`config.mk`:
```
export PLATFORM = sky130hd
export DESIGN_NAME = itoa_ctrl
export DESIGN_NICKNAME = d
export VERILOG_FILES = /design/src/sv/itoa_pkg.sv /design/src/sv/itoa_ctrl.sv
export SDC_FILE = /design/constraint.sdc
export NUM_CORES = 1
export LEC_CHECK = 0
export BUFFER_PORTS_ARGS = -buffer_cell sky130_fd_sc_hd__buf_4
export CAP_MARGIN = 20
export CELL_PAD_IN_SITES_DETAIL_PLACEMENT = 2
export CELL_PAD_IN_SITES_GLOBAL_PLACEMENT = 2
export CORE_AREA = 2 2 39 41
export DETAILED_ROUTE_END_ITERATION = 8
export DIE_AREA = 0 0 41 43
export GPL_TIMING_DRIVEN = 0
export MAX_ROUTING_LAYER = met4
export PLACE_DENSITY = 0.51
export SETUP_SLACK_MARGIN = 0.3
export SYNTH_ARGS = -nofsm -noshare
export SYNTH_HDL_FRONTEND = slang
export SYNTH_SLANG_ARGS = --single-unit
export TNS_END_PERCENT = 5
```
`constraint.sdc`:
```
create_clock -name i_clk -period 0.9 [get_ports i_clk]
set_input_delay 0.09 -clock i_clk [delete_from_list [all_inputs] [get_ports i_clk]]
set_output_delay 0.09 -clock i_clk [all_outputs]
set_load 0.01 [all_outputs]
```
`src/sv/itoa_pkg.sv`:
```
// ----------------------------------------------------------------------------
// itoa_pkg
// Shared types, command codes and character constants for the integer to
// ASCII formatter.
// ----------------------------------------------------------------------------
package itoa_pkg;

    // Command codes on the input channel
    localparam logic [1:0] CMD_SHEX = 2'd0;
    localparam logic [1:0] CMD_SDEC = 2'd1;
    localparam logic [1:0] CMD_UHEX = 2'd2;
    localparam logic [1:0] CMD_CHAR = 2'd3;

    // Character and word constants
    localparam logic [7:0]  CH_ZERO   = 8'h30;
    localparam logic [7:0]  CH_MINUS  = 8'h2d;
    localparam logic [7:0]  CH_LOWER_A = 8'h61;
    localparam logic [31:0] MAG_MASK  = 32'h7fff_ffff;
    localparam logic [31:0] RECIP_TEN = 32'hcccc_cccd;  // ceil(2^35 / 10)
    localparam int          RECIP_SHIFT = 35;

    // Digit buffer sizing
    localparam int          MAX_DIGITS = 10;
    localparam int          CNT_W      = 4;

    typedef enum logic [1:0] {
        ST_IDLE,
        ST_CONV,
        ST_EMIT
    } t_state;

    // Controller to datapath commands
    typedef struct packed {
        logic load;   // capture a new input transaction
        logic step;   // one divide-by-ten step
        logic emit;   // push one character into the output register
    } t_dp_cmd;

    // Datapath to controller status
    typedef struct packed {
        logic conv_done;  // current divide step leaves a zero quotient
        logic emit_last;  // next character is the final one
        logic out_free;   // output register can take a character
    } t_dp_stat;

    // Map a 4-bit digit to its lower-case ASCII character
    function automatic logic [7:0] digit_char(input logic [3:0] d);
        logic [7:0] c;
        if (d < 4'd10) begin
            c = CH_ZERO + {4'd0, d};
        end else begin
            c = CH_LOWER_A + {4'd0, d} - 8'd10;
        end
        return c;
    endfunction

endpackage

```
`src/sv/itoa_ctrl.sv`:
```
// ----------------------------------------------------------------------------
// itoa_ctrl
// Sequencer: accepts a transaction, runs the decimal divide loop when
// needed, then paces character output against the output handshake.
// ----------------------------------------------------------------------------
module itoa_ctrl
    import itoa_pkg::*;
(
    input  logic       i_clk,
    input  logic       i_rst_n,
    input  logic       i_valid,
    input  logic [1:0] i_command,
    output logic       o_ready,
    input  t_dp_stat   i_stat,
    output t_dp_cmd    o_cmd
);

    t_state r_state;
    t_state n_state;

    // State register
    always_ff @(posedge i_clk) begin
        if (!i_rst_n) begin
            r_state <= ST_IDLE;
        end else begin
            r_state <= n_state;
        end
    end

    // Next state and commands
    always_comb begin
        n_state = r_state;
        o_cmd   = '0;
        o_ready = 1'b0;
        unique case (r_state)
            ST_IDLE: begin
                o_ready = 1'b1;
                if (i_valid) begin
                    o_cmd.load = 1'b1;
                    n_state    = (i_command == CMD_SDEC) ? ST_CONV : ST_EMIT;
                end
            end
            ST_CONV: begin
                o_cmd.step = 1'b1;
                if (i_stat.conv_done) begin
                    n_state = ST_EMIT;
                end
            end
            ST_EMIT: begin
                if (i_stat.out_free) begin
                    o_cmd.emit = 1'b1;
                    if (i_stat.emit_last) begin
                        n_state = ST_IDLE;
                    end
                end
            end
            default: n_state = ST_IDLE;
        endcase
    end

endmodule

```
=== Word-level counts from Yosys, hierarchy flattened ===
Cells that the tools add are included.

* Bits in registers: 2
* Input bits: 8
* Output and inout port bits: 4
* Logic and storage cells: 22

* Equal/unequal tests: 7
* Mux-type cells: 12
* Reduce and logical (&&, ||, !) cells: 2

{| class="wikitable"
|+ Operator list
! cell !! count
|-
| $mux W2 || 5
|-
| $ne A2 B2 Y1 const B || 4
|-
| $mux W1 || 6
|-
| $pmux W2 S3 || 1
|-
| $eq A2 B1 Y1 const B || 2
|-
| $reduce_and A4 Y1 || 1
|-
| $eq A2 B2 Y1 const B || 1
|-
| $logic_not A2 Y1 || 1
|}

=== Logic depth before layout (Yosys ltp) ===
Gate-level depths: netlist of run 1.

* Depth in word-level cells: 4
* Mapped depth: 3
* Gate-level depth less buffers: 3

=== Worst setup path after synthesis of run 1 ===
Ideal clock, no wire load.

* Path type: reg2out
* Start point: register r_state[0]
* End point: output port o_cmd[2] (netlist bit)
* Arrival: 0.742 ns
* Data required time: 0.810 ns
* Slack: 0.068 ns
* Stages on the path, launching flop included: 3
* Buffers on the path: 0
* Path through: dfxtp_1 > nor2_1 > and2_1

{| class="wikitable"
|+ RTL lines
! element !! RTL line !! RTL
|-
| start: declaration || itoa_ctrl.sv:18 || <nowiki>t_state r_state;</nowiki>
|-
| start signal: assignment || itoa_ctrl.sv:26 || <nowiki>r_state <= n_state;</nowiki>
|-
| end: declaration || itoa_ctrl.sv:15 || <nowiki>output t_dp_cmd o_cmd</nowiki>
|}

==> results.md, run 1 <==
- Mapped Cells: 14
- Hold Path Class: input port to flop
- Failing checks: setup timing
- Final core occ: 21.1%
- Clock Latency Late Sink: 0.22 ns
- Max reg flops: 2
- Worst setup SP type: flop
- Syn avg cell area: 8.22 um^2
- Io pins: 12
- Xor/xnor share of the synthesized area: 0%
- Crit-path leading delay family: flip-flops
- I/O Buffers: 11
- All-layer global routing usage: 5.74%
- Final-report hold violation count: 0
- Slew @ Worst Pin: 0.293 ns
- CTS Sinks: 2
- Antenna-violating nets left: 0
- Drt pass-1 iters: 2
- Most flops, register: r_state
- Flop and latch count out of synthesis: 2
- Num CTS Buffers: 3
- Max-slew violations: 0
- Status: finished, violations left
- DP Cell Count: 41
- Max_slew headroom: 80.4%
- Vias per inst: 3.68
- GRT overflow: 0
- Max Freq: 1.00 GHz
- Mapped Nets: 22
- DRT Wirelength: 474 um
- RSZ-0062 raised after global routing: yes
- Initial DRC Count: 1
- Fin crit share: 111%
- Synth area leaders: dfxtp_1 35%, nor2b_1 11%, mux2i_1 8.7%
- Max clock buf depth: 2
- Commonest non-fill, non-tap cells in the layout: 12 x buf_4, 3 x clkbuf_4, 2 x dfxtp_4
- Largest family of logic cells by synthesized area: simple AND/OR/NAND/NOR gates
- CP max stage delay: 0.36 ns
- Adder-Cell Fraction of Synth Area: 0%
- Vias in the first global route: 179
- Max VDD drop: 0.550 mV
- Clock Root Buffer: clkbuf_4
- Leakage: 0.000130 uW
- Initial Utilization: 8.32%
- # DRC: 0
- Chip width: 41 um
- Synth-to-Final Area Change: 153%
- Most common cell after layout, fill and taps aside: buf_4
- Synth Area in Compound Gates: 10.9%
- Synth cell types: 12
- P per Cell Area: 1490 mW/mm^2
- CP required: 0.81 ns
- Worst Setup End Kind: primary output
- Core footprint: 0.00138 mm^2
- Placed inst area: 238 um^2
- Nets: 40
- Synth Cell Area: 115 um^2
- CP max-delay cell: dfxtp_4
- Largest net degree at the start of global routing: 6
- DR WL/cell: 10.1 um
- Post-Synth Simple-Gate Area: 42.4%
- Kind of critical path: flop to primary output
- Num rows: 14
- Die area: 0.00176 mm^2
- Synth area leader: dfxtp_1
- CP cell instances: inv_2, nor3b_2, buf_4
- H-Tree Depth: 1
- Largest regs: r_state x2
- Final instance area: 292 um^2
- Worst Setup Slack, final: -0.0999 ns
- HPWL Detailed: 366 um
- Buffers & Inverters on Critical Path: 2
- Non-Filler Instances: 47
- Diode count: 0
- Post-CTS Hold Buffers: 0
- Share of cells above drive strength 1: 77.4%
- Clk_skew: 0.00511 ns
- Final setup vio count: 5
- First-pass GRT wire length: 648 um
- Max-cap viol count: 0
- Synth Warn #: 0
- Design Power: 436 uW
- Arrival @ worst endpoint: 0.91 ns
- Worst-path clk slew: 0.03 ns
- Initial antenna violation count: 0
- Routability cong.: 0.581
- Top cell type's share of synthesized area: 34.8%
- Crit path max fanout: 4
- Register area share after synthesis: 34.8%
- Min Tclk post-route: 1.00 ns
- Mux cell area share after synthesis: 8.70%
- Via count: 173
- Chip height: 43 um
- CTS tree: built
- Fillcell total: 161
-- cells in the mapped netlist, drive strengths merged --
cell    number
mux2i        1
nor2b        2
nand2        1
o211ai       1
inv          1
dfxtp        2
nand4b       1
nor3b        1
nand2b       1
o21ai        1
and2         1
nor2         1
-- what timing repair did --
item,in CTS,in global routing
gates resized for setup,3,2
setup buffers,2,0
gates cloned,0,0
setup endpoints to repair,6,6
pin swaps,4,0
-- per-layer routing --
metal / GRT usage (%) / routed length, um / part of all wire (%) / vias to the layer above
met1: 5.10 / 185 / 39 / 78
met2: 8.44 / 215 / 45 / 12
li1: - / - / - / 83
met4: 2.00 / 0 / 0 / 0
met3: 5.24 / 72 / 15 / 0
met5: - / 0 / 0 / -
-- kinds of logic (layout without fill, tap and decap cells) --
kind of cell,after synthesis,count (layout)
buf+inv,1,18
flops,2,2
compound gates,2,2
simple gates,8,8
mux,1,1
-- report_power, final --
part / switching, uW / internal (uW)
Sequential: 11.3 / 95.3
Clock: 51.5 / 165
Combinational: 40.3 / 72.6
Total: 103 / 332
-- worst paths after layout --
kind                    from         end  depth (start not counted)  slack, ns
hold reg to reg   r_state[1]  r_state[1]                          2       0.54
setup reg to reg  r_state[0]  r_state[0]                          3      -0.04
hold / removal     i_stat[2]  r_state[1]                          3       0.17
setup / recovery  r_state[1]    o_cmd[0]                          3       -0.1
-- worst reg2reg max path: cells and delay by family, from the launching register on --
kind	cells	cell delay (ns)
multiplexers	1	0.21
AND/OR/NAND/NOR	1	0.16
flip-flops	1	0.37
buffers and inverters	1	0.13
-- cell type report --
class                      count  area (um^2)  area share [%]
clock buffer                   4         26.3            9.01
tap                           16         20.0            6.87
multi-input combinational     11         92.6            31.8
sequential                     2         47.5            16.3
inverter                       1         3.75            1.29
timing repair buffer          13          101            34.8
-- through the flow --
| stage | hold slack (ns) | setup slack [ns] | TNS (ns) |
|---|---|---|---|
| finish | 0.166 | -0.0999 | -0.291 |
| global placement | 0.389 | 0.0886 | 0 |
| floorplan | 0.252 | 0.145 | 0 |
| detailed placement | 0.402 | 0.0570 | 0 |
| CTS | 0.174 | -0.114 | -0.364 |
| global route | 0.170 | -0.153 | -0.542 |
(Power assumes the default switching activity.)
==> run 2, diff against run 1 <==
--- a/config.mk
+++ b/config.mk
@@ -16,6 +16,7 @@
 export MAX_ROUTING_LAYER = met4
 export PLACE_DENSITY = 0.51
 export SETUP_SLACK_MARGIN = 0.3
+export SKIP_CTS_REPAIR_TIMING = 1
 export SYNTH_ARGS = -nofsm -noshare
 export SYNTH_HDL_FRONTEND = slang
 export SYNTH_SLANG_ARGS = --single-unit
==> results.md, run 2 (same netlist as run 1, synthesis figures left out) <==
- All-layer global routing usage: 5.33% (was 5.74%)
- Die area: 0.00176 mm^2 (unchanged)
- Worst Setup End Kind: primary output (unchanged)
- Hold Path Class: input port to flop (unchanged)
- Worst-path clk slew: 0.03 ns (about the same)
- Fin crit share: 111% (about the same)
- Routability cong.: 0.581 (unchanged)
- Share of cells above drive strength 1: 71.0% (was 77.4%)
- Max VDD drop: 0.541 mV (was 0.550 mV)
- Clock Latency Late Sink: 0.22 ns (about the same)
- Commonest non-fill, non-tap cells in the layout: 11 x buf_4, 3 x clkbuf_4, 2 x nor2b_1, 2 x buf_6, 2 x dfxtp_4 (was 12 x buf_4, 3 x clkbuf_4, 2 x dfxtp_4)
- Chip height: 43 um (unchanged)
- P per Cell Area: 1510 mW/mm^2 (was 1490 mW/mm^2)
- First-pass GRT wire length: 607 um (was 648 um)
- Crit path max fanout: 4 (unchanged)
- DRT Wirelength: 447 um (was 474 um)
- Final-report hold violation count: 0 (unchanged)
- Io pins: 12 (unchanged)
- Vias per inst: 3.62 (was 3.68)
- Fillcell total: 163 (was 161)
- Core footprint: 0.00138 mm^2 (unchanged)
- Slew @ Worst Pin: 0.237 ns (was 0.293 ns)
- Initial antenna violation count: 0 (unchanged)
- Num CTS Buffers: 3 (unchanged)
- Max Freq: 1.00 GHz (about the same)
- Placed inst area: 238 um^2 (unchanged)
- CTS tree: built (unchanged)
- # DRC: 0 (unchanged)
- Largest net degree at the start of global routing: 7 (was 6)
- Num rows: 14 (unchanged)
- Max_slew headroom: 84.1% (was 80.4%)
- CP cell instances: inv_2, nor3b_2, buf_4 (unchanged)
- Antenna-violating nets left: 0 (unchanged)
- Nets: 40 (unchanged)
- GRT overflow: 0 (unchanged)
- Kind of critical path: flop to primary output (unchanged)
- CP required: 0.81 ns (about the same)
- I/O Buffers: 11 (unchanged)
- Drt pass-1 iters: 2 (unchanged)
- Initial DRC Count: 1 (unchanged)
- Initial Utilization: 8.32% (unchanged)
- Hold WS: 0.174 ns (was 0.166 ns)
- RSZ-0062 raised after global routing: yes (unchanged)
- Max clock buf depth: 2 (unchanged)
- Diode count: 0 (unchanged)
- HPWL Detailed: 366 um (unchanged)
- Max reg flops: 2 (unchanged)
- DR WL/cell: 9.51 um (was 10.1 um)
- Worst setup SP type: flop (unchanged)
- Clock Root Buffer: clkbuf_4 (unchanged)
- Final instance area: 289 um^2 (was 292 um^2)
- Max-cap viol count: 0 (unchanged)
- Min Tclk post-route: 1.00 ns (about the same)
- Vias in the first global route: 163 (was 179)
- Most common cell after layout, fill and taps aside: buf_4 (unchanged)
- Largest regs: r_state x2 (unchanged)
- Chip width: 41 um (unchanged)
- Arrival @ worst endpoint: 0.91 ns (about the same)
- H-Tree Depth: 1 (unchanged)
- Final setup vio count: 6 (was 5)
- Via count: 170 (was 173)
- Synth-to-Final Area Change: 151% (was 153%)
- CTS Sinks: 2 (unchanged)
- CP max-delay cell: dfxtp_4 (unchanged)
- Max-slew violations: 0 (unchanged)
- Worst Setup Slack, final: -0.100 ns (was -0.0999 ns)
- Pre-CTS WS: 0.0570 ns (unchanged)
- Leakage: 0.000128 uW (was 0.000130 uW)
- Failing checks: setup timing (unchanged)
- Status: finished, violations left (unchanged)
- Clk_skew: 0.00563 ns (was 0.00511 ns)
- Most flops, register: r_state (unchanged)
- CP max stage delay: 0.36 ns (about the same)
## run 2: final timing paths
kind	start	to	slack [ns]	cells past startpoint
worst min-delay path	i_rst_n	r_state[1]	0.17	3
worst min register to register	r_state[1]	r_state[1]	0.54	2
worst max register to register	r_state[0]	r_state[0]	-0.03	3
worst max-delay path	r_state[1]	o_cmd[0]	-0.10	3
## run 2: critical path, delay by kind of cell, from the launching register on
family / cells / cell delay, ns
simple gates: 1 / 0.15
flops: 1 / 0.36
buf+inv: 2 / 0.18
## run 2: report_power, final
part           switching, uW  internal, uW  total (uW)  leakage [uW]
combinational           39.2          75.0         114     0.0000954
clock                   50.9           165         215     0.0000150
sequential              11.4          95.3         107     0.0000178
total                    102           335         436      0.000128
## run 2: layout make-up
type	count	area [um^2]	share of cell area [%]
Timing Repair Buffer	13	105	36.4
Multi-Input combinational cell	11	86.3	29.9
Sequential cell	2	47.5	16.5
Clock buffer	4	26.3	9.09
Tap cell	16	20.0	6.93
Inverter	1	3.75	1.30
## run 2: metrics by stage
stage / setup TNS, ns / total power [uW] / util, % / std cells
floorplan: 0 / 148 / - / 14
global placement: 0 / 198 / 17.2 / 41
detailed placement: 0 / 204 / 17.2 / 41
CTS: -0.418 / 431 / 19.1 / 45
global route: -0.636 / 470 / 20.9 / 47
finish: -0.340 / 436 / 20.9 / 47
## run 2: routing by layer
metal | wire, um | GRT usage (%) | share of wire (%)
met3 | 71 | 5.24 | 16
met2 | 194 | 6.88 | 43
met5 | 0 | - | 0
met1 | 182 | 5.41 | 41
met4 | 0 | 2.00 | 0
==> run 3, diff against run 2 <==
==> constraint.sdc (replaced) <==
create_clock -name i_clk -period 1.05 [get_ports i_clk]
set_input_delay 0.105 -clock i_clk [delete_from_list [all_inputs] [get_ports i_clk]]
set_output_delay 0.105 -clock i_clk [all_outputs]
set_load 0.01 [all_outputs]
==> results.md, run 3 (same netlist as run 1, synthesis figures left out) <==
- Status: finished clean (was finished, violations left)
- Final core occ: 19.3% (was 20.9%)
- Clock Latency Late Sink: 0.22 ns (about the same)
- Clk network pwr share: 48.9% (was 49.4%)
- FF-to-FF End: r_state[0] (unchanged)
- Buffers & Inverters on Critical Path: 1 (was 2)
- Reg power frac: 26.4% (was 24.4%)
- Crit path launch: r_state[0] (was r_state[1])
- Max VDD drop: 0.434 mV (was 0.541 mV)
- Nets: 39 (was 40)
- Worst-path clk slew: 0.03 ns (about the same)
- Arrival @ worst endpoint: 0.94 ns (was 0.91 ns)
- Kind of critical path: flop to primary output (unchanged)
- DR WL/cell: 9.80 um (was 9.51 um)
- Chip height: 43 um (unchanged)
- Internal power: 261 uW (was 335 uW)
- CTS Sinks: 2 (unchanged)
- Max-cap viol count: 0 (unchanged)
- CP required: 0.94 ns (was 0.81 ns)
- Hold Path Class: input port to flop (unchanged)
- Most common cell after layout, fill and taps aside: buf_4 (unchanged)
- HPWL Detailed: 348 um (was 366 um)
- DP Cell Count: 41 (unchanged)
- Initial Utilization: 8.32% (unchanged)
- Synth-to-Final Area Change: 132% (was 151%)
- Worst Setup EP: o_cmd[2] (was o_cmd[0])
- Gate power share: 24.7% (was 26.2%)
- Num CTS Buffers: 3 (unchanged)
- Max clock buf depth: 2 (unchanged)
- CP max stage delay: 0.35 ns (was 0.36 ns)
- Final-report hold violation count: 0 (unchanged)
- Slew @ Worst Pin: 0.235 ns (was 0.237 ns)
- Min Tclk post-route: 1.05 ns
- Largest net degree at the start of global routing: 7 (unchanged)
- Most flops, register: r_state (unchanged)
- Vias in the first global route: 170 (was 163)
- Crit path max fanout: 6 (was 4)
- Vias per inst: 3.58 (was 3.62)
- Routability cong.: 0.534 (was 0.581)
- Io pins: 12 (unchanged)
- Initial antenna violation count: 0 (unchanged)
- Share of cells above drive strength 1: 69.0% (was 71.0%)
- Worst setup SP type: flop (unchanged)
- RSZ-0062 raised after global routing: yes (unchanged)
- Net Sw Frac: 23.3% (about the same)
- FF-to-FF path depth: 2 (was 3)
- Worst Setup Slack, final: 0.00398 ns (was -0.100 ns)
- Leakage: 0.000117 uW (was 0.000128 uW)
- Core footprint: 0.00138 mm^2 (unchanged)
- Antenna-violating nets left: 0 (unchanged)
- R2r setup slk: 0.23 ns (was -0.03 ns)
- Chip width: 41 um (unchanged)
- Die area: 0.00176 mm^2 (unchanged)
- P per Cell Area: 1280 mW/mm^2 (was 1510 mW/mm^2)
- I/O Buffers: 11 (unchanged)
- First-pass GRT wire length: 669 um (was 607 um)
- Crit-path leading delay family: flip-flops (unchanged)
- Num rows: 14 (unchanged)
- Fillcell total: 171 (was 163)
- Largest regs: r_state x2 (unchanged)
- Diode count: 0 (unchanged)
- Clk_skew: 0.00122 ns (was 0.00563 ns)
- Initial DRC Count: 4 (was 1)
- CP cell instances: nor2_2, and2_1, buf_4 (was inv_2, nor3b_2, buf_4)
- Pre-CTS WS: 0.119 ns (was 0.0570 ns)
- Max Freq: 0.956 GHz
- Fin crit share: 99.6%
- Worst Setup End Kind: primary output (unchanged)
- # DRC: 0 (unchanged)
- CTS tree: built (unchanged)
- Net Sw Power: 79.3 uW (was 102 uW)
- Via count: 161 (was 170)
- Max-slew violations: 0 (unchanged)
- Clock Root Buffer: clkbuf_4 (unchanged)
- Max_slew headroom: 84.3% (was 84.1%)
- H-Tree Depth: 1 (unchanged)
- Non-Filler Instances: 45 (was 47)
- Commonest non-fill, non-tap cells in the layout: 11 x buf_4, 3 x clkbuf_4, 2 x nor2b_1, 2 x dfxtp_4 (was 11 x buf_4, 3 x clkbuf_4, 2 x nor2b_1, 2 x buf_6, 2 x dfxtp_4)
- Max reg flops: 2 (unchanged)
- R2r startpoint: r_state[0] (unchanged)
- Drt pass-1 iters: 2 (unchanged)
- All-layer global routing usage: 6.46% (was 5.33%)
- Levels on crit path: 3 (unchanged)
- Final setup vio count: 0 (was 6)
- DRT Wirelength: 441 um (was 447 um)
- CP max-delay cell: dfxtp_4 (unchanged)
- GRT overflow: 0 (unchanged)
==> run 3: worst min path at each step <==
stage,slack [ns],start,endpoint,cells past startpoint
global placement,0.40,i_rst_n,r_state[1],3
detailed placement,0.41,i_rst_n,r_state[1],3
global route,0.19,i_rst_n,r_state[1],3
finish,0.18,i_rst_n,r_state[1],3
CTS,0.18,i_rst_n,r_state[1],3
floorplan,0.27,i_rst_n,r_state[1],2
==> run 3: stage by stage <==
stage	area [um^2]	hold WS, ns	setup TNS (ns)	power [uW]
after floorplan	123	0.275	0	120
after global placement	225	0.404	0	164
after detailed placement	225	0.412	0	167
after CTS	248	0.178	-0.207	346
after global routing	267	0.186	-0.116	376
final	267	0.179	0	340
==> run 3: tightest hold or removal path: stages <==
cell	delay, ns
buf_4	0.08
nand4b_1	0.09
o21ai_1	0.08
==> run 3: power by group through the flow <==
stage	Combinational, uW	Sequential (uW)	Clock (uW)
after floorplan	30.9	89.3	0
after global placement	73.2	90.3	0
after detailed placement	74.7	92.0	0
after CTS	74.9	90.6	181
after global routing	92.9	91.1	192
final	84.0	89.8	166
==> run 3: area by class of cell <==
type | instances | area (um^2) | share of cell area (%)
timing repair buffer | 12 | 93.8 | 35.2
multi-input combinational | 11 | 78.8 | 29.6
clock buffer | 3 | 22.5 | 8.45
sequential | 2 | 47.5 | 17.8
inverter | 1 | 3.75 | 1.41
tap | 16 | 20.0 | 7.51
==> run 3: per-layer routing <==
| metal | vias up | global-route usage (%) | share of wire (%) |
|---|---|---|---|
| met2 | 12 | 7.19 | 41 |
| met5 | - | - | 0 |
| met3 | 0 | 4.71 | 9.8 |
| li1 | 79 | - | - |
| met1 | 70 | 7.01 | 49 |
| met4 | 0 | 6.00 | 0 |
